File: src/design/sbpp_pkg.sv
// Shared constants, types and reset tables for the spectral band peak picker.
package sbpp_pkg;

  localparam int FFT_BINS_DEF = 1024;
  localparam int BANDS_DEF    = 3;

  localparam int COMP_W      = 31;   // width of one real or imaginary part
  localparam int PWR_W       = 62;   // squared magnitude
  localparam int RANGE_W     = 11;   // range bound registers
  localparam int FRAME_W     = 24;   // frame counter
  localparam int IN_DATA_W   = 64;
  localparam int CFG_DATA_W  = 64;
  localparam int CFG_ADDR_W  = 6;
  localparam int CFG_IDX_LSB = 3;    // registers sit on 8-byte steps
  localparam int REG_BANDS   = 3;    // bands that own range registers

  typedef logic [2:0] reg_idx_t;

  localparam reg_idx_t REG_RANGE_LAST = 3'd5;
  localparam reg_idx_t REG_POWER_MIN  = 3'd6;

  // control that travels with every sample through the pipe
  typedef struct packed {
    logic vld;
    logic last;
  } tok_ctl_t;

  function automatic logic [RANGE_W-1:0] reset_low(input int band);
    logic [RANGE_W-1:0] val;
    case (band)
      0:       val = RANGE_W'(200);
      1:       val = RANGE_W'(300);
      2:       val = RANGE_W'(500);
      default: val = '0;
    endcase
    return val;
  endfunction

  function automatic logic [RANGE_W-1:0] reset_high(input int band);
    logic [RANGE_W-1:0] val;
    case (band)
      0:       val = RANGE_W'(300);
      1:       val = RANGE_W'(500);
      2:       val = RANGE_W'(800);
      default: val = '0;
    endcase
    return val;
  endfunction

endpackage

File: src/design/sbpp_power.sv
// Bin counter and three-stage squared-magnitude pipeline.
module sbpp_power #(
  parameter int FFT_BINS = sbpp_pkg::FFT_BINS_DEF,
  localparam int BIN_W   = $clog2(FFT_BINS)
) (
  input  logic                              clk,
  input  logic                              rst_n,
  input  logic                              adv,
  input  logic                              in_vld,
  input  logic                              in_last,
  input  logic [sbpp_pkg::COMP_W-1:0]       in_real,
  input  logic [sbpp_pkg::COMP_W-1:0]       in_imag,
  output sbpp_pkg::tok_ctl_t                out_ctl,
  output logic [BIN_W-1:0]                  out_bin,
  output logic [sbpp_pkg::PWR_W-1:0]        out_pwr
);

  logic [BIN_W-1:0]               bin_cnt_r;
  logic [BIN_W-1:0]               bin_cnt_nxt;

  sbpp_pkg::tok_ctl_t             s1_ctl_r, s2_ctl_r, s3_ctl_r;
  logic [BIN_W-1:0]               s1_bin_r, s2_bin_r, s3_bin_r;
  logic [sbpp_pkg::COMP_W-1:0]    abs_re, abs_im;
  logic [sbpp_pkg::COMP_W-1:0]    abs_re_r, abs_im_r;
  logic [sbpp_pkg::PWR_W-1:0]     prod_re, prod_im;
  logic [sbpp_pkg::PWR_W-1:0]     sq_re_r, sq_im_r;
  logic [sbpp_pkg::PWR_W-1:0]     pwr_r;

  // most negative input maps onto 2^30, which still fits unsigned
  assign abs_re = in_real[sbpp_pkg::COMP_W-1] ? (~in_real + 1'b1) : in_real;
  assign abs_im = in_imag[sbpp_pkg::COMP_W-1] ? (~in_imag + 1'b1) : in_imag;

  assign prod_re = sbpp_pkg::PWR_W'(abs_re_r) * sbpp_pkg::PWR_W'(abs_re_r);
  assign prod_im = sbpp_pkg::PWR_W'(abs_im_r) * sbpp_pkg::PWR_W'(abs_im_r);

  always_comb begin
    bin_cnt_nxt = bin_cnt_r;
    if (in_vld) begin
      if (in_last || bin_cnt_r == BIN_W'(FFT_BINS - 1)) begin
        bin_cnt_nxt = '0;
      end else begin
        bin_cnt_nxt = bin_cnt_r + 1'b1;
      end
    end
  end

  always_ff @(posedge clk) begin
    if (!rst_n) begin
      bin_cnt_r <= '0;
      s1_ctl_r  <= '0;
      s2_ctl_r  <= '0;
      s3_ctl_r  <= '0;
    end else if (adv) begin
      bin_cnt_r <= bin_cnt_nxt;
      s1_ctl_r  <= '{vld: in_vld, last: in_last};
      s2_ctl_r  <= s1_ctl_r;
      s3_ctl_r  <= s2_ctl_r;
    end
  end

  always_ff @(posedge clk) begin
    if (adv) begin
      abs_re_r <= abs_re;
      abs_im_r <= abs_im;
      s1_bin_r <= bin_cnt_r;
      sq_re_r  <= prod_re;
      sq_im_r  <= prod_im;
      s2_bin_r <= s1_bin_r;
      pwr_r    <= sq_re_r + sq_im_r;   // at most 2^61, no carry out
      s3_bin_r <= s2_bin_r;
    end
  end

  assign out_ctl = s3_ctl_r;
  assign out_bin = s3_bin_r;
  assign out_pwr = pwr_r;

endmodule

File: config.mk
export PLATFORM = sky130hd
export DESIGN_NAME = sbpp_power
export DESIGN_NICKNAME = d
export VERILOG_FILES = /design/src/design/sbpp_pkg.sv /design/src/design/sbpp_power.sv
export SDC_FILE = /design/constraint.sdc
export NUM_CORES = 2
export LEC_CHECK = 0
export ABC_AREA = 1
export BUFFER_PORTS_ARGS = -buffer_cell sky130_fd_sc_hd__buf_4
export CORE_AREA = 4 4 467 469
export DETAILED_ROUTE_END_ITERATION = 7
export DIE_AREA = 0 0 471 473
export GPL_ROUTABILITY_DRIVEN = 0
export PLACE_DENSITY_LB_ADDON = 0.12
export SYNTH_ARGS = -nofsm -noshare
export SYNTH_HDL_FRONTEND = slang
export SYNTH_SLANG_ARGS = --single-unit
File: constraint.sdc
create_clock -name clk -period 14.8 [get_ports clk]
set_clock_uncertainty 0.05 [all_clocks]
set_input_delay 1.48 -clock clk [delete_from_list [all_inputs] [get_ports clk]]
set_output_delay 1.48 -clock clk [all_outputs]
set_load 0.02 [all_outputs]
==> qor.txt <==
Outcome: completed
First-pass GRT wire length: 347.9 mm
Ys flop type: edfxtp_1
Fill count: 22560
Final setup TNS: 0 ns
Worst path max stage delay: 0.86 ns
Layout cells sized above 1: 0.03724
TritonCTS buffer count: 41
RSZ-0062 raised after global routing: no
Htree depth: 2
Critical path data required time: 15.17 ns
Die width: 471 um
Hold Path Class: reg -> reg
Share of the clock period used by the worst path: 0.5117
Final #Nets: 11580
Critical Path AT: 7.94 ns
CTS max path bufs: 3
First DRT Iteration DRCs: 3164
Largest net degree at the start of global routing: 69
Die area: 222800 um^2
N_diodes: 0
Hold WS: 0.3625 ns
Endpoints failing hold: 0
Kind of critical path: reg -> reg
# Post-CTS Setup Buffers: 0
Root Buffer: clkbuf_16
Initial Util: 0.3480
Max cap viols: 0
Tightest Pin Transition: 0.9697 ns
CTS tree: done
Most frequent cells in the layout: inv_1 (3009), nand2_1 (2548), fa_1 (1494)
Slew headroom: 0.3535
DP HPWL: 181.6 mm
Drt drc: 0
Syn Area/Cell: 7.949 um^2
Yosys warns: 0
Die height: 473 um
# port buffers: 140
CTS clk-pin slew, worst paths: 0.06 ns
Fin crit period: 7.573 ns
Post-Syn Area: 74480 um^2
Seq/Total Area, Yosys: 0.1156
Final setup vio count: 0
Clk_lat worst skew: 0.66 ns
Max Slew Vio Count: 0
Finished Cell Area: 80280 um^2
Most common cell after layout, fill and taps aside: inv_1
Routed Antenna Nets: 0
Core ar.: 214000 um^2
Vias: 55710
Crit path top cell by count: fa_1
Initial antenna violation count: 3
Avg WL per Cell: 17.79 um
Worst Path Max Fanout: 16
Ys async rst share: 0
CTS sink count: 292
Startpoint Class: flop
CTS Hold Buffers Added: 0
Post-synth EDFFs: 276
Post-DR vias/cell: 4.533
Distinct cells, synth: 44
Drt pass-1 iters: 6
CP Capture Type: flop
Syn Nets: 11530
Vias in the first global route: 59970
P&R area growth vs syn: 7.797%
Post-Synthesis Cells: 9369
Critical path cell sequence: buf_4, nand2_1, fa_1, inv_1, fa_1, fa_1, inv_1, fa_1, inv_1, fa_1, fa_1, fa_1, fa_1, ha_1, nand2_1, nor2_1, inv_1, nor2_1, a21oi_1, nand2_1, xor2_1
PostCTS Resize Cnt: 0
Crit path buf inv count: 5
#FFs+latches synth: 292
Total congestion overflow: 0
Crit-path leading delay family: adder cells
FMAX: 132.1 MHz
Final wirelength: 218.6 mm
Total GRT Usage: 0.2011
I/O Pins: 141
DP Area: 78840 um^2
Slowest-stage cell, CP: edfxtp_1
Rows: 170
==> cell type report <==
class | instances | area [um^2] | area share
tap | 2838 | 3551 | 0.04423
clock buffer | 47 | 1059 | 0.01319
multi-input combinational | 5865 | 53810 | 0.6702
inverter | 3015 | 11320 | 0.1410
timing repair buffer | 206 | 1554 | 0.01936
clock inverter | 26 | 386.6 | 0.004816
sequential | 292 | 8608 | 0.1072
==> registers in the layout, indices dropped and copies added, names as in the netlist <==
| name | count |
|---|---|
| out_bin | 10 |
| sq_im_r | 61 |
| s2_bin_r | 10 |
| sq_re_r | 61 |
| bin_cnt_r | 10 |
| out_pwr | 62 |
| abs_im_r | 31 |
| s1_ctl_r | 2 |
| abs_re_r | 31 |
| out_ctl | 2 |
| s1_bin_r | 10 |
| s2_ctl_r | 2 |
==> stage by stage <==
step	setup WS (ns)	std cells	utilization
floorplan	8.043	9369	-
global placement	7.234	12220	0.3684
detailed placement	7.253	12220	0.3684
CTS	7.186	12290	0.3752
global route	6.915	12290	0.3752
finish	7.227	12290	0.3752
==> worst reg2reg max path: cells and delay by family (launching register included) <==
kind            cells  cell delay (ns)
fa+ha+maj           9             4.38
simple gates        5             0.92
flops               1             0.86
buf+inv             5             0.68
xor+xnor            1             0.33
compound gates      1             0.11
==> synth_stat cells (8+ instances only) <==
library cell	number	area (um^2)
inv_1	3009	11290
nand2_1	2548	9564
fa_1	1494	29910
ha_1	597	7470
nor2_1	394	1479
edfxtp_1	276	8288
nand3_1	185	925.9
clkbuf_1	168	630.6
a21oi_1	163	815.8
xor2_1	155	1358
nand4_1	50	312.8
o21bai_1	47	352.8
xnor2_1	41	359.1
nor3_1	40	200.2
o21ai_0	37	185.2
buf_1	28	105.1
nor2_2	22	137.6
dfxtp_1	16	320.3
nand3_2	11	110.1
or2_2	11	68.82
a21o_1	10	75.07
nand2_2	9	56.30
nor3_2	9	90.09
and2_1	8	50.05
==> path summary, 6_finish.rpt <==
| path | slack, ns | depth (start not counted) | to | startpoint |
|---|---|---|---|---|
| max | 7.23 | 21 | sq_im_r[29]$_DFFE_PP_ | abs_im_r[24]$_DFFE_PP_ |
| min | 0.36 | 0 | out_bin[8]$_DFFE_PP_ | s2_bin_r[8]$_DFFE_PP_ |
| max reg2reg | 7.23 | 21 | sq_im_r[29]$_DFFE_PP_ | abs_im_r[24]$_DFFE_PP_ |
| min reg2reg | 0.36 | 0 | out_bin[8]$_DFFE_PP_ | s2_bin_r[8]$_DFFE_PP_ |
==> logic make-up (layout without fill, tap and decap cells) <==
logic type                 count (synthesis)  count (layout)  share of synthesized area
buffers and inverters                   3212            3294                     0.1619
and+or+nand+nor                         3301            3301                     0.1761
AOI/OAI and AO/OA                        277             277                    0.02142
adders and majority gates               2091            2091                     0.5019
xor gates and xnor gates                 196             196                    0.02305
DFF                                      292             292                     0.1156
==> routing by layer <==
metal	routed length, um	up-vias	GRT usage
met3	9042	191	0.01723
met4	4007	2	0.03523
met2	105000	1145	0.3449
met1	100500	27630	0.2809
met5	16	-	0
li1	-	26740	-
Power is not shown: default switching activity piles up to over one toggle a cycle in this logic, so the estimate is an artifact.
