--- src/design/sbpp_pkg.sv ---
// Shared constants, types and reset tables for the spectral band peak picker.
package sbpp_pkg;

  localparam int FFT_BINS_DEF = 1024;
  localparam int BANDS_DEF    = 3;

  localparam int COMP_W      = 31;   // width of one real or imaginary part
  localparam int PWR_W       = 62;   // squared magnitude
  localparam int RANGE_W     = 11;   // range bound registers
  localparam int FRAME_W     = 24;   // frame counter
  localparam int IN_DATA_W   = 64;
  localparam int CFG_DATA_W  = 64;
  localparam int CFG_ADDR_W  = 6;
  localparam int CFG_IDX_LSB = 3;    // registers sit on 8-byte steps
  localparam int REG_BANDS   = 3;    // bands that own range registers

  typedef logic [2:0] reg_idx_t;

  localparam reg_idx_t REG_RANGE_LAST = 3'd5;
  localparam reg_idx_t REG_POWER_MIN  = 3'd6;

  // control that travels with every sample through the pipe
  typedef struct packed {
    logic vld;
    logic last;
  } tok_ctl_t;

  function automatic logic [RANGE_W-1:0] reset_low(input int band);
    logic [RANGE_W-1:0] val;
    case (band)
      0:       val = RANGE_W'(200);
      1:       val = RANGE_W'(300);
      2:       val = RANGE_W'(500);
      default: val = '0;
    endcase
    return val;
  endfunction

  function automatic logic [RANGE_W-1:0] reset_high(input int band);
    logic [RANGE_W-1:0] val;
    case (band)
      0:       val = RANGE_W'(300);
      1:       val = RANGE_W'(500);
      2:       val = RANGE_W'(800);
      default: val = '0;
    endcase
    return val;
  endfunction

endpackage

--- src/design/sbpp_emit.sv ---
// Result buffer: thresholds one frame's band peaks and sends them in band order.
module sbpp_emit #(
  parameter int FFT_BINS = sbpp_pkg::FFT_BINS_DEF,
  parameter int BANDS    = sbpp_pkg::BANDS_DEF,
  localparam int BIN_W   = $clog2(FFT_BINS),
  localparam int BAND_W  = (BANDS > 1) ? $clog2(BANDS) : 1,
  localparam int DATA_W  = ((BIN_W + sbpp_pkg::PWR_W + sbpp_pkg::FRAME_W + 7) / 8) * 8
) (
  input  logic                                    clk,
  input  logic                                    rst_n,
  input  sbpp_pkg::tok_ctl_t                      tail_ctl,
  input  logic [BANDS-1:0][sbpp_pkg::PWR_W-1:0]   res_pwr,
  input  logic [BANDS-1:0][BIN_W-1:0]             res_bin,
  input  logic [sbpp_pkg::PWR_W-1:0]              power_min,
  output logic                                    busy,
  output logic                                    out_tvalid,
  input  logic                                    out_tready,
  output logic [DATA_W-1:0]                       out_tdata,
  output logic [BAND_W-1:0]                       out_tuser,
  output logic                                    out_tlast
);

  logic [BANDS-1:0]                        mask_r;
  logic [BANDS-1:0]                        mask_nxt;
  logic [BANDS-1:0][sbpp_pkg::PWR_W-1:0]   pwr_r;
  logic [BANDS-1:0][BIN_W-1:0]             bin_r;
  logic [sbpp_pkg::FRAME_W-1:0]            frame_r;
  logic [sbpp_pkg::FRAME_W-1:0]            frame_cnt_r;
  logic [BANDS-1:0]                        pass;
  logic [BANDS-1:0]                        sel_hot;
  logic [BANDS-1:0]                        rest;
  logic [BAND_W-1:0]                       sel_idx;
  logic                                    load;
  logic                                    sent;

  assign busy = |mask_r;
  // a new frame is taken only into an empty buffer
  assign load = tail_ctl.vld && tail_ctl.last && !busy;
  assign sent = out_tvalid && out_tready;

  always_comb begin
    for (int b = 0; b < BANDS; b++) begin
      pass[b] = res_pwr[b] >= power_min;
    end
  end

  assign sel_hot = mask_r & (~mask_r + 1'b1);
  assign rest    = mask_r & ~sel_hot;

  always_comb begin
    sel_idx = '0;
    for (int b = BANDS - 1; b >= 0; b--) begin
      if (mask_r[b]) begin
        sel_idx = BAND_W'(b);
      end
    end
  end

  always_comb begin
    mask_nxt = mask_r;
    if (load) begin
      mask_nxt = pass;
    end else if (sent) begin
      mask_nxt = rest;
    end
  end

  always_ff @(posedge clk) begin
    if (!rst_n) begin
      mask_r      <= '0;
      frame_cnt_r <= '0;
    end else begin
      mask_r <= mask_nxt;
      if (load) begin
        frame_cnt_r <= frame_cnt_r + 1'b1;
      end
    end
  end

  always_ff @(posedge clk) begin
    if (load) begin
      pwr_r   <= res_pwr;
      bin_r   <= res_bin;
      frame_r <= frame_cnt_r;
    end
  end

  assign out_tvalid = busy;
  assign out_tuser  = sel_idx;
  assign out_tlast  = ~|rest;
  assign out_tdata  = DATA_W'({frame_r, pwr_r[sel_idx], bin_r[sel_idx]});

endmodule
--- config.mk ---
export PLATFORM = sky130hd
export DESIGN_NAME = sbpp_emit
export DESIGN_NICKNAME = d
export VERILOG_FILES = /design/src/design/sbpp_pkg.sv /design/src/design/sbpp_emit.sv
export SDC_FILE = /design/constraint.sdc
export NUM_CORES = 1
export LEC_CHECK = 0
export BUFFER_PORTS_ARGS = -buffer_cell sky130_fd_sc_hd__buf_2
export CAP_MARGIN = 20
export CORE_ASPECT_RATIO = 1.4
export CORE_UTILIZATION = 53
export CTS_CLUSTER_SIZE = 28
export DETAILED_ROUTE_END_ITERATION = 12
export PLACE_DENSITY = 0.85
export SLEW_MARGIN = 25
export SYNTH_ARGS = -nofsm -noshare
export SYNTH_HDL_FRONTEND = slang
export SYNTH_SLANG_ARGS = --single-unit
--- constraint.sdc ---
create_clock -name clk -period 8.4 [get_ports clk]
set_input_delay 0.42 -clock clk [delete_from_list [all_inputs] [get_ports clk]]
set_output_delay 0.42 -clock clk [all_outputs]
set_load 0.05 [all_outputs]
==> key figures <==
Outcome
  – Status: completed

Critical path
  – Crit path buffers/inverters: 2
  – Worst flop-to-flop path endpoint: pwr_r[22]
  – CP startpoint kind: flop
  – Worst R2R Setup Slack: 5300 ps
  – WP data required: 7980 ps
  – CP max stage delay: 780 ps
  – Critical Path Slowest Stage Cell: and2b_4
  – Worst Setup Path Type: reg2out
  – Worst Setup SP: mask_r[0]
  – Crit Path Max Fanout: 38
  – Stages on the worst setup path: 5
  – Critical Path, Cell by Cell: and2b_4, buf_4, mux2i_1, o21ai_0, buf_2
  – CP endpoint: out_tdata[43]
  – Crit path max-delay family: buffers and inverters
  – RR Startpoint: mask_r[2]
  – R2R cell count: 4
  – Critical Path AT: 3170 ps
  – Crit end category: output pin

Global route
  – Largest net degree at the start of global routing: 175
  – Vias in the first global route: 11200
  – Global-route wire length before repair: 58000 um
  – GRT overflow: 0
  – Total GRT Usage: 27.7%
  – Antenna violations before repair: 14

Die
  – Die footprint: 0.0274 sq mm
  – Die outline width: 140 um
  – I/O Pins: 384
  – Initial Util: 54.1%
  – Die Ht: 196 um
  – Core area: 0.0262 sq mm
  – Cell Rows: 70

Hold path
  – Worst hold stages: 1
  – Worst Hold Class: in2reg

Clock network
  – Clock input transition at the sequential cells of the worst setup and hold paths: 70 ps
  – CTS resizes: 0
  – Post-CTS setup repair buffer count: 0
  – Clk_lat worst skew: 530 ps
  – TritonCTS clock tree: built
  – Root buffer cell: clkbuf_16
  – Max clock buf depth: 3
  – H-tree levels: 1
  – Hold_buf cts: 0
  – # clock sinks: 267
  – CTS Buf Count: 27

Routing
  – ANT nets after route: 0
  – Starting DRT DRC Count: 571
  – Post-Route WL: 38200 um
  – Pre-antenna DRT Iters: 4
  – DRC Markers: 0
  – Via count: 10800
  – Vias per cell: 5.71
  – Post-DR wirelength/cell: 20.2 um

Pwr
  – Clock power share: 38.2%
  – IR drop worst, VDD: 0.000230 V
  – Pwr/cell area: 193 mW/mm^2
  – Leakage power: 7.49 nW
  – Switch share: 27.2%
  – Share of power burned in registers: 45.7%
  – P_sw: 0.000914 W
  – Logic gate share of total power: 16.1%
  – Internal power: 0.00244 W

Yosys
  – Post-synth EDFFs: 240
  – Share of the synthesized area in the top cell type: 50.8%
  – Post-Syn Area per Cell: 12.3 sq um
  – Cell count after synthesis: 1153
  – Main synth FF type: edfxtp_1
  – Syn Nets: 1623
  – Synth area leaders: edfxtp_1, ha_1, mux2i_1
  – Ys async rst share: 0%
  – Cell type with the highest aggregate area in the netlist: edfxtp_1
  – Seq cells post-synth: 267
  – Sequential share of the synthesized area: 54.6%
  – Post-Syn Area: 0.0142 sq mm
  – Yosys cell types: 54
  – Synth Warn #: 0

Timing
  – RSZ-0062 raised after global routing: false
  – Layout Skew: 10.3 ps
  – Max Clk Rate: 0.278 GHz
  – Worst slew margin: 32.9%
  – Fin crit period: 3590 ps
  – Final setup viols: 0
  – TNS Setup: 0 ps
  – Final Cycle Share: 42.8%
  – Worst-margin pin slew: 1010 ps
  – Final hold violations: 0
  – Final hold slack: 51.4 ps
  – Final Max Slew Viols: 0

Job
  – Max-Cap Viols: 0

Place
  – PortBufs: 383
  – Gpl congestion: 0.980
  – Post-DP HPWL: 29200 um

Cells and area
  – Commonest non-fill, non-tap cell in the layout: buf_2
  – Nets: 2009
  – Layout area overhead: 22.8%
  – Layout cells sized above 1: 28.7%
  – Most frequent cells in the layout: buf_2, edfxtp_1, ha_1, nand2_1, o21ai_0
## cells in the mapped netlist, types with 13 or more instances
library cell and count:
nand3_1 13, a21oi_1 62, o21ai_0 101, xnor2_1 13
and4_1 13, edfxtp_1 240, and2_1 18, nor2_1 16
inv_1 76, mux2i_1 72, nand4_1 36, a21o_1 39
clkbuf_1 20, ha_1 187, nand2_1 117, dfxtp_1 27
## power by group through the flow
stage          sequential [W]  combinational, W  clock [W]
2_1_floorplan         0.00159          0.000322          0
3_3_place_gp          0.00156          0.000518          0
3_5_place_dp          0.00156          0.000531          0
4_1_cts               0.00154          0.000539    0.00129
5_1_grt               0.00154          0.000588    0.00135
6_report              0.00154          0.000540    0.00128
## state kept, by name, summed over array words and instances (netlist names)
name / count
frame_r: 24
pwr_r: 186
frame_cnt_r: 24
mask_r: 3
bin_r: 30
## kinds of logic (layout without fill, tap and decap cells)
group,after synthesis,in the layout,synth area share [%]
flops,267,267,54.6
simple gates,252,252,9.14
compound gates,251,251,10.6
fa+ha+maj,187,187,16.5
buf+inv,106,512,2.89
mux,72,72,5.08
xor+xnor,18,18,1.11
other cells,0,12,0
## through the flow
step                      std cells  setup WS [ps]  power, W  util (%)  area [sq um]
after floorplan                1153           1410   0.00191         -         14200
after global placement         1834           5190   0.00208      62.7         16400
after detailed placement       1834           5070   0.00210      62.7         16400
after CTS                      1883           4770   0.00337      66.3         17400
after global routing           1895           4640   0.00347      66.5         17400
final                          1895           4810   0.00336      66.5         17400
## worst min-delay path by stage
| stage | start | endpoint | slack (ps) |
|---|---|---|---|
| 2_1_floorplan | frame_cnt_r[23] | frame_r[23] | 430 |
| 3_3_place_gp | frame_cnt_r[23] | frame_r[23] | 440 |
| 3_5_place_dp | frame_cnt_r[23] | frame_r[23] | 440 |
| 4_1_cts | res_bin[20] | bin_r[20] | 30 |
| 5_1_grt | res_bin[20] | bin_r[20] | 40 |
| 6_report | res_bin[20] | bin_r[20] | 50 |
## layout make-up
type,instances,area [sq um]
Clock inverter,19,204
Timing Repair Buffer,387,1950
Tap cell,324,405
Clock buffer,30,751
Antenna cell,12,30.0
Inverter,76,298
Multi-Input combinational cell,780,6030
Sequential cell,267,7750
Fill cell,1929,8780
## metal layers
metal	GRT usage, %	vias up	share of wire, %	wire length (um)
met5	0	-	0.050	19
met1	30.6	5141	37	14200
met4	14.8	4	5.0	1900
met3	3.70	110	5.1	1960
met2	51.4	412	53	20100
li1	-	5157	-	-
Note: power is estimated with default switching activity, not from simulation.
