**config.mk**
```make
export PLATFORM = sky130hd
export DESIGN_NAME = sbpp_regs
export DESIGN_NICKNAME = d
export VERILOG_FILES = /design/src/design/sbpp_pkg.sv /design/src/design/sbpp_regs.sv
export SDC_FILE = /design/constraint.sdc
export NUM_CORES = 1
export LEC_CHECK = 0
export BUFFER_PORTS_ARGS = -buffer_cell sky130_fd_sc_hd__buf_2
export CORE_MARGIN = 2
export CORE_UTILIZATION = 53
export CTS_BUF_LIST = sky130_fd_sc_hd__clkbuf_8
export CTS_CLUSTER_SIZE = 24
export DETAILED_ROUTE_END_ITERATION = 8
export GPL_ROUTABILITY_DRIVEN = 0
export PLACE_DENSITY = 0.88
export REMOVE_ABC_BUFFERS = 1
export SYNTH_ARGS = -nofsm -noshare
export SYNTH_HDL_FRONTEND = slang
export SYNTH_SLANG_ARGS = --single-unit
```
**constraint.sdc**
```tcl
create_clock -name clk -period 3.5 [get_ports clk]
set_input_delay 0.35 -clock clk [delete_from_list [all_inputs] [get_ports clk]]
set_output_delay 0.35 -clock clk [all_outputs]
set_load 0.01 [all_outputs]
```
**src/design/sbpp_pkg.sv**
```systemverilog
// Shared constants, types and reset tables for the spectral band peak picker.
package sbpp_pkg;

  localparam int FFT_BINS_DEF = 1024;
  localparam int BANDS_DEF    = 3;

  localparam int COMP_W      = 31;   // width of one real or imaginary part
  localparam int PWR_W       = 62;   // squared magnitude
  localparam int RANGE_W     = 11;   // range bound registers
  localparam int FRAME_W     = 24;   // frame counter
  localparam int IN_DATA_W   = 64;
  localparam int CFG_DATA_W  = 64;
  localparam int CFG_ADDR_W  = 6;
  localparam int CFG_IDX_LSB = 3;    // registers sit on 8-byte steps
  localparam int REG_BANDS   = 3;    // bands that own range registers

  typedef logic [2:0] reg_idx_t;

  localparam reg_idx_t REG_RANGE_LAST = 3'd5;
  localparam reg_idx_t REG_POWER_MIN  = 3'd6;

  // control that travels with every sample through the pipe
  typedef struct packed {
    logic vld;
    logic last;
  } tok_ctl_t;

  function automatic logic [RANGE_W-1:0] reset_low(input int band);
    logic [RANGE_W-1:0] val;
    case (band)
      0:       val = RANGE_W'(200);
      1:       val = RANGE_W'(300);
      2:       val = RANGE_W'(500);
      default: val = '0;
    endcase
    return val;
  endfunction

  function automatic logic [RANGE_W-1:0] reset_high(input int band);
    logic [RANGE_W-1:0] val;
    case (band)
      0:       val = RANGE_W'(300);
      1:       val = RANGE_W'(500);
      2:       val = RANGE_W'(800);
      default: val = '0;
    endcase
    return val;
  endfunction

endpackage

```
**src/design/sbpp_regs.sv**
```systemverilog
// Configuration register file: band ranges and power threshold.
module sbpp_regs #(
  parameter int BANDS = sbpp_pkg::BANDS_DEF
) (
  input  logic                                        clk,
  input  logic                                        rst_n,
  input  logic                                        psel,
  input  logic                                        penable,
  input  logic                                        pwrite,
  input  logic [sbpp_pkg::CFG_ADDR_W-1:0]             paddr,
  input  logic [sbpp_pkg::CFG_DATA_W-1:0]             pwdata,
  output logic [sbpp_pkg::CFG_DATA_W-1:0]             prdata,
  output logic [BANDS-1:0][sbpp_pkg::RANGE_W-1:0]     range_low,
  output logic [BANDS-1:0][sbpp_pkg::RANGE_W-1:0]     range_high,
  output logic [sbpp_pkg::PWR_W-1:0]                  power_min
);

  logic [BANDS-1:0][sbpp_pkg::RANGE_W-1:0] low_r;
  logic [BANDS-1:0][sbpp_pkg::RANGE_W-1:0] high_r;
  logic [sbpp_pkg::PWR_W-1:0]              power_min_r;
  sbpp_pkg::reg_idx_t                      reg_idx;
  logic                                    wr_en;

  assign reg_idx = paddr[sbpp_pkg::CFG_ADDR_W-1:sbpp_pkg::CFG_IDX_LSB];
  assign wr_en   = psel & penable & pwrite;

  always_ff @(posedge clk) begin
    if (!rst_n) begin
      for (int b = 0; b < BANDS; b++) begin
        low_r[b]  <= sbpp_pkg::reset_low(b);
        high_r[b] <= sbpp_pkg::reset_high(b);
      end
      power_min_r <= '0;
    end else if (wr_en) begin
      if (reg_idx == sbpp_pkg::REG_POWER_MIN) begin
        power_min_r <= pwdata[sbpp_pkg::PWR_W-1:0];
      end
      // range registers come in low/high pairs, one pair per band
      for (int b = 0; b < BANDS; b++) begin
        if (reg_idx <= sbpp_pkg::REG_RANGE_LAST && 32'(reg_idx[2:1]) == b) begin
          if (reg_idx[0]) begin
            high_r[b] <= pwdata[sbpp_pkg::RANGE_W-1:0];
          end else begin
            low_r[b] <= pwdata[sbpp_pkg::RANGE_W-1:0];
          end
        end
      end
    end
  end

  always_comb begin
    prdata = '0;
    if (reg_idx == sbpp_pkg::REG_POWER_MIN) begin
      prdata = sbpp_pkg::CFG_DATA_W'(power_min_r);
    end
    for (int b = 0; b < BANDS; b++) begin
      if (reg_idx <= sbpp_pkg::REG_RANGE_LAST && 32'(reg_idx[2:1]) == b) begin
        prdata = sbpp_pkg::CFG_DATA_W'(reg_idx[0] ? high_r[b] : low_r[b]);
      end
    end
  end

  assign range_low  = low_r;
  assign range_high = high_r;
  assign power_min  = power_min_r;

endmodule

```
==> impl_metrics.toml, run 1 <==
[floorplan]
dieWidth_um = 110.2
die_area_um2 = 12150
start_util_pct = 54.68
placementRows = 38
core_region_area_um2 = 10940
pin_count = 267
fp.dieH_um = 110.2

[logic_synthesis]
synth_top_cell_area_share_pct = 42.85
post_synth_mux_area_share_pct = 22.81
netlist_area_um2 = 5979
synth_top_area_cell = "dfxtp_1"
asyncSetResetFlopFracSynth_pct = 0
count_of_flip_flops_with_a_built_in_enable_after_synthesis = 0
dominant_synthesized_flop_cell = "dfxtp_1"
synth_warnings = 0
synth.area.top_cells = "dfxtp_1 (43%), mux2i_1 (21%), nand2_1 (11%)"
ys_ff_latch = 128
synth-compound-area-share_pct = 7.303
synthesized_area_fraction_occupied_by_and_or_nand_nor_cells_pct = 21.09
post_synth_fa_ha_maj_area_fraction_pct = 0
seq_area_frac_synth_pct = 42.85
avgSynthCellArea_um2 = 8.992
yosysUniqueCellTypes = 36
dominant_combinational_cell_family_by_area_after_synthesis = "multiplexers"
synth_xor_area_share_pct = 0
synthCells = 665

[global_route]
grt_pass1_wl_um = 25700
grt_start_max_net_pins = 96
grt_pass1_vias = 5033
grt_remaining_overflow = 0
grt.total_usage_pct = 27.67
antenna_violations_before_repair = 1

[timing]
worstMarginPinSlew_ns = 0.9069
finalCritPeriodShare_pct = 70.07
worst_clock_skew_ns = 0
timing.slew.headroom_pct = 39.41
final_hold_violation_count = 0
grt_setup_unrepaired = "false"
achievable-frequency_mhz = 407.7
whs_ns = 0.1682
period_needed_ns = 2.452
finalSetupTns_ns = 0
final-setup-viol-count = 0
finalMaxSlewViolations = 0

[critical_path]
worst-endpoint-required_ns = 3.15
start_kind = "input port"
cp_max_fo = 23
worstSetupPathType = "input port to primary output"
worst-endpoint-arrival_ns = 2.10
endpoint_kind = "primary output"

[detailed_routing]
route.antenna.remaining_nets = 0
drt_pass1_iterations = 5
drt_drc_violations_left = 0
post_drt_via_cell_ratio = 5.488
initial_detailed_routing_violation_count = 364
dr_total_vias = 5740
wirelength_um = 17500
detail_route.wl_per_cell_um = 16.73

[clock_tree]
ctsRootBufferMaster = "clkbuf_8"
cts-buffers-inserted = 17
clock_input_transition_at_the_sequential_cells_of_the_worst_setup_and_hold_paths_ns = 0.07
cts_resized = 0
tritoncts = "yes"
max-clock-path-buffers = 2
htree_levels = 4
numClockSinks = 128
cts_setup_buffers = 0
clock_latency_ns = 0.41
cts_hold_repair.buffers = 0

[finish]
layout.cell_area.non_filler_um2 = 7655
mostFrequentLayoutCell = "buf_2"
area_growth_pct = 28.02
n_antenna_cell = 0
finish.net_count = 969
nFillCells = 907
final_layout_size_suffix_gt1_share_pct = 34.88
fin_cells = 1046
final_cell_mix = "buf_2 (258), nand2_1 (169), dfxtp_1 (128)"

[pwr]
p_leak_nw = 3.857
fin_total_pwr_mw = 3.006
total_power_density_per_cell_area_nw_per_um2 = 392.6
max-vdd-ir-drop_mv = 0.3768

[flow_run]
drv.max_cap_violation_count = 0

[status]
run_status = "complete, no violations"

[place]
place_inst = 1015
io_buffer_count = 259
place_area_um2 = 7256
place_hpwl_um = 12280

[min_path]
holdCritPathClass = "input port to flop"
[synth_stat cells, drive strengths merged, types with 3 or more instances]
cell type / instances
nand3: 17
nand2: 170
a21oi: 4
buf: 24
o211a: 4
nor2b: 3
nand2b: 11
mux2i: 125
o311ai: 3
a31oi: 6
and3: 51
o22ai: 5
dfxtp: 128
a221oi: 9
clkbuf: 37
nand3b: 4
o211ai: 12
mux2: 10
nor2: 3
o21ai: 19
inv: 7
[layout make-up]
| class | count | area (um2) | area share [%] |
|---|---|---|---|
| Clock buffer | 20 | 275.3 | 3.596 |
| Clock inverter | 11 | 123.9 | 1.618 |
| Inverter | 7 | 26.28 | 0.3432 |
| Multi-Input combinational cell | 470 | 3082 | 40.26 |
| Sequential cell | 128 | 2562 | 33.48 |
| Tap cell | 140 | 175.2 | 2.288 |
| Timing Repair Buffer | 270 | 1410 | 18.42 |
[sequential cells by signal (all words and copies together), names as in the netlist]
| register | cells |
|---|---|
| power_min | 62 |
| range_low | 33 |
| range_high | 33 |
[final timing paths]
check,to,from,slack (ns),cells after the start
worst max-delay path,prdata[0],paddr[4],1.05,5
worst min-delay path,power_min[48]$_SDFFE_PN0P_,pwdata[48],0.17,3
worst max register to register,range_high[2]$_SDFFE_PN1P_,range_high[2]$_SDFFE_PN1P_,2.70,3
worst min register to register,power_min[35]$_SDFFE_PN0P_,power_min[35]$_SDFFE_PN0P_,0.47,2
[kinds of logic after synthesis]
group,Yosys count
AO/OA/AOI/OAI,64
buffers and inverters,68
flip-flops,128
multiplexers,135
other,1
AND/OR/NAND/NOR,269
[where the power goes]
group	switching [mW]	internal, mW
Combinational	0.164	0.101
Clock	0.521	0.741
Sequential	0.00983	1.47
[through the flow]
step | worst slack [ns] | utilization (%)
2_1_floorplan | 1.203 | -
3_3_place_gp | 1.109 | 66.35
3_5_place_dp | 1.062 | 66.35
4_1_cts | 1.077 | 70.00
5_1_grt | 0.8572 | 70.00
6_report | 1.048 | 70.00
[metal layers]
layer,wire length [um],GRT usage (%),up-vias,share of wire (%)
met5,11,0,-,0.063
met4,287,8.661,2,1.6
met3,1103,7.819,26,6.3
met2,8665,45.53,219,50
met1,7436,35.22,2735,42
li1,-,-,2758,-
[critical path: stages]
cell	delay, ns
buf_2	0.44
nand2b_1	0.62
o22ai_1	0.14
a221oi_1	0.33
buf_2	0.20
Note: power is estimated with default switching activity, not from simulation.
==> run 2, diff against run 1 <==
--- a/config.mk
+++ b/config.mk
@@ -7,12 +7,12 @@
 export LEC_CHECK = 0
 export BUFFER_PORTS_ARGS = -buffer_cell sky130_fd_sc_hd__buf_2
 export CORE_MARGIN = 2
-export CORE_UTILIZATION = 53
+export CORE_UTILIZATION = 44
 export CTS_BUF_LIST = sky130_fd_sc_hd__clkbuf_8
 export CTS_CLUSTER_SIZE = 24
 export DETAILED_ROUTE_END_ITERATION = 8
 export GPL_ROUTABILITY_DRIVEN = 0
-export PLACE_DENSITY = 0.88
+export PLACE_DENSITY = 0.78
 export REMOVE_ABC_BUFFERS = 1
 export SYNTH_ARGS = -nofsm -noshare
 export SYNTH_HDL_FRONTEND = slang
==> constraint.sdc (replaced) <==
create_clock -name clk -period 2.05 [get_ports clk]
set_input_delay 0.205 -clock clk [delete_from_list [all_inputs] [get_ports clk]]
set_output_delay 0.205 -clock clk [all_outputs]
set_load 0.01 [all_outputs]
==> run 2 against run 1 <==
Clock-buffer cell count down 1. Sequential power grew 70%. Total power increased by 69%. Combinational power up 100%. Die area grew 20%. First-iteration DRC count rose by 49%. Sequential share of layout area down 2.4 points. Global-route usage down 3.2 points. Clock power increased by 61%. Largest cell class unchanged. Largest power group unchanged. Highest routed layer is now met4.
==> impl_metrics.toml, run 2 (synthesized netlist as in run 1, its figures left out) <==
[critical_path]
worstSetupPathType = "input port to primary output"
start_kind = "input port"
worst-endpoint-arrival_ns = 1.73
ff2ff_path_depth = 3
cp_max_fo = 19
endpoint_kind = "primary output"
worst-endpoint-required_ns = 1.85

[finish]
fin_cells = 1138
layout.cell_area.non_filler_um2 = 8233
n_antenna_cell = 0
area_growth_pct = 37.69
finish.net_count = 1027
largest_reg_flops = 62
final_cell_mix = "buf_2 (258), nand2_1 (169), dfxtp_1 (128)"
final_layout_size_suffix_gt1_share_pct = 34.82
mostFrequentLayoutCell = "buf_2"

[pwr]
p_int_mw = 3.850
p_clk_share_pct = 39.8
total_power_density_per_cell_area_nw_per_um2 = 617.9
fin_total_pwr_mw = 5.087
max-vdd-ir-drop_mv = 0.3172
p_seq_share_pct = 49.6
comb_power_share_pct = 10.6
switching_share_pct = 24.33
p_leak_nw = 4.094
total_switching_power_mw = 1.238

[global_route]
grt.total_usage_pct = 24.48
grt_pass1_wl_um = 27990
antenna_violations_before_repair = 0
grt_start_max_net_pins = 80
grt_pass1_vias = 5319
grt_remaining_overflow = 0

[clock_tree]
max-clock-path-buffers = 2
cts_resized = 0
cts_setup_buffers = 0
htree_levels = 4
numClockSinks = 128
ctsRootBufferMaster = "clkbuf_8"
tritoncts = "yes"
cts_hold_repair.buffers = 40
clock_latency_ns = 0.43
cts-buffers-inserted = 17
clock_input_transition_at_the_sequential_cells_of_the_worst_setup_and_hold_paths_ns = 0.07

[floorplan]
dieWidth_um = 120.6
pin_count = 267
start_util_pct = 45.15
placementRows = 42
fp.dieH_um = 120.6
die_area_um2 = 14540
core_region_area_um2 = 13240

[detailed_routing]
drt_pass1_iterations = 5
wirelength_um = 18560
post_drt_via_cell_ratio = 5.187
drt_drc_violations_left = 0
dr_total_vias = 5903
detail_route.wl_per_cell_um = 16.31
initial_detailed_routing_violation_count = 541
route.antenna.remaining_nets = 0

[place]
place_hpwl_um = 13050
io_buffer_count = 259
place_area_um2 = 7473
place_inst = 1069

[status]
run_status = "complete, no violations"

[timing]
grt_setup_unrepaired = "false"
achievable-frequency_mhz = 516.5
period_needed_ns = 1.936
whs_ns = 0.02617
worstMarginPinSlew_ns = 0.9640
finalMaxSlewViolations = 0
finalCritPeriodShare_pct = 94.44
timing.slew.headroom_pct = 35.66
final_hold_violation_count = 0
worst_clock_skew_ns = 0
final-setup-viol-count = 0
finalSetupTns_ns = 0

[min_path]
holdCritPathClass = "input port to flop"
min_delay_path_depth = 3

[flow_run]
drv.max_cap_violation_count = 0
run 2: cell types whose count changed in the layout (fill, tap and decap cells not counted):
cell | previous run | this run
bufinv_16 | 3 | 2
dlygate4sd3_1 | 0 | 40
clkbuf_8 | 20 | 19
buf_12 | 2 | 5
clkinv_2 | 3 | 6
buf_4 | 9 | 24
inv_1 | 12 | 9
run 2: per-stage QoR:
stage	worst slack (ns)	util [%]
after floorplan	0.04258	-
after global placement	0.1203	56.43
after detailed placement	0.06107	56.43
after CTS	0.1519	62.17
after global routing	0.0007458	62.17
final	0.1140	62.17
run 2: power by group through the flow:
stage	sequential (mW)	clock (mW)	combinational (mW)
floorplan	2.59	0	0.171
detailed placement	2.58	0	0.469
finish	2.52	2.03	0.537
CTS	2.52	2.07	0.532
global placement	2.58	0	0.464
global route	2.52	2.16	0.585
run 2: cell type report:
| class | instances | area (um2) |
|---|---|---|
| tap | 176 | 220.2 |
| clock buffer | 19 | 261.5 |
| sequential | 128 | 2562 |
| clock inverter | 10 | 97.59 |
| timing repair buffer | 328 | 1983 |
| inverter | 7 | 26.28 |
| fill | 1114 | 5010 |
| multi-input combinational | 470 | 3082 |
run 2: routing by layer:
| layer | up-vias | GRT usage (%) | share of wire, % |
|---|---|---|---|
| met5 | - | 0 | 0 |
| met4 | 0 | 7.703 | 1.8 |
| met3 | 27 | 6.274 | 6.6 |
| met2 | 227 | 39.48 | 48 |
| met1 | 2782 | 32.14 | 43 |
| li1 | 2867 | - | - |
run 2: worst max-delay path: stages:
cell,delay [ns]
buf_2,0.21
nor2_2,0.77
a22o_1,0.27
a31oi_1,0.07
buf_2,0.19
run 2: path summary, 6_finish.rpt:
check                             start                         end  slack [ns]
max                            paddr[4]                  prdata[10]        0.11
min                          pwdata[11]  power_min[11]$_SDFFE_PN0P_        0.03
max reg2reg  range_high[2]$_SDFFE_PN1P_  range_high[2]$_SDFFE_PN1P_        1.26
min reg2reg  power_min[36]$_SDFFE_PN0P_  power_min[36]$_SDFFE_PN0P_        0.47
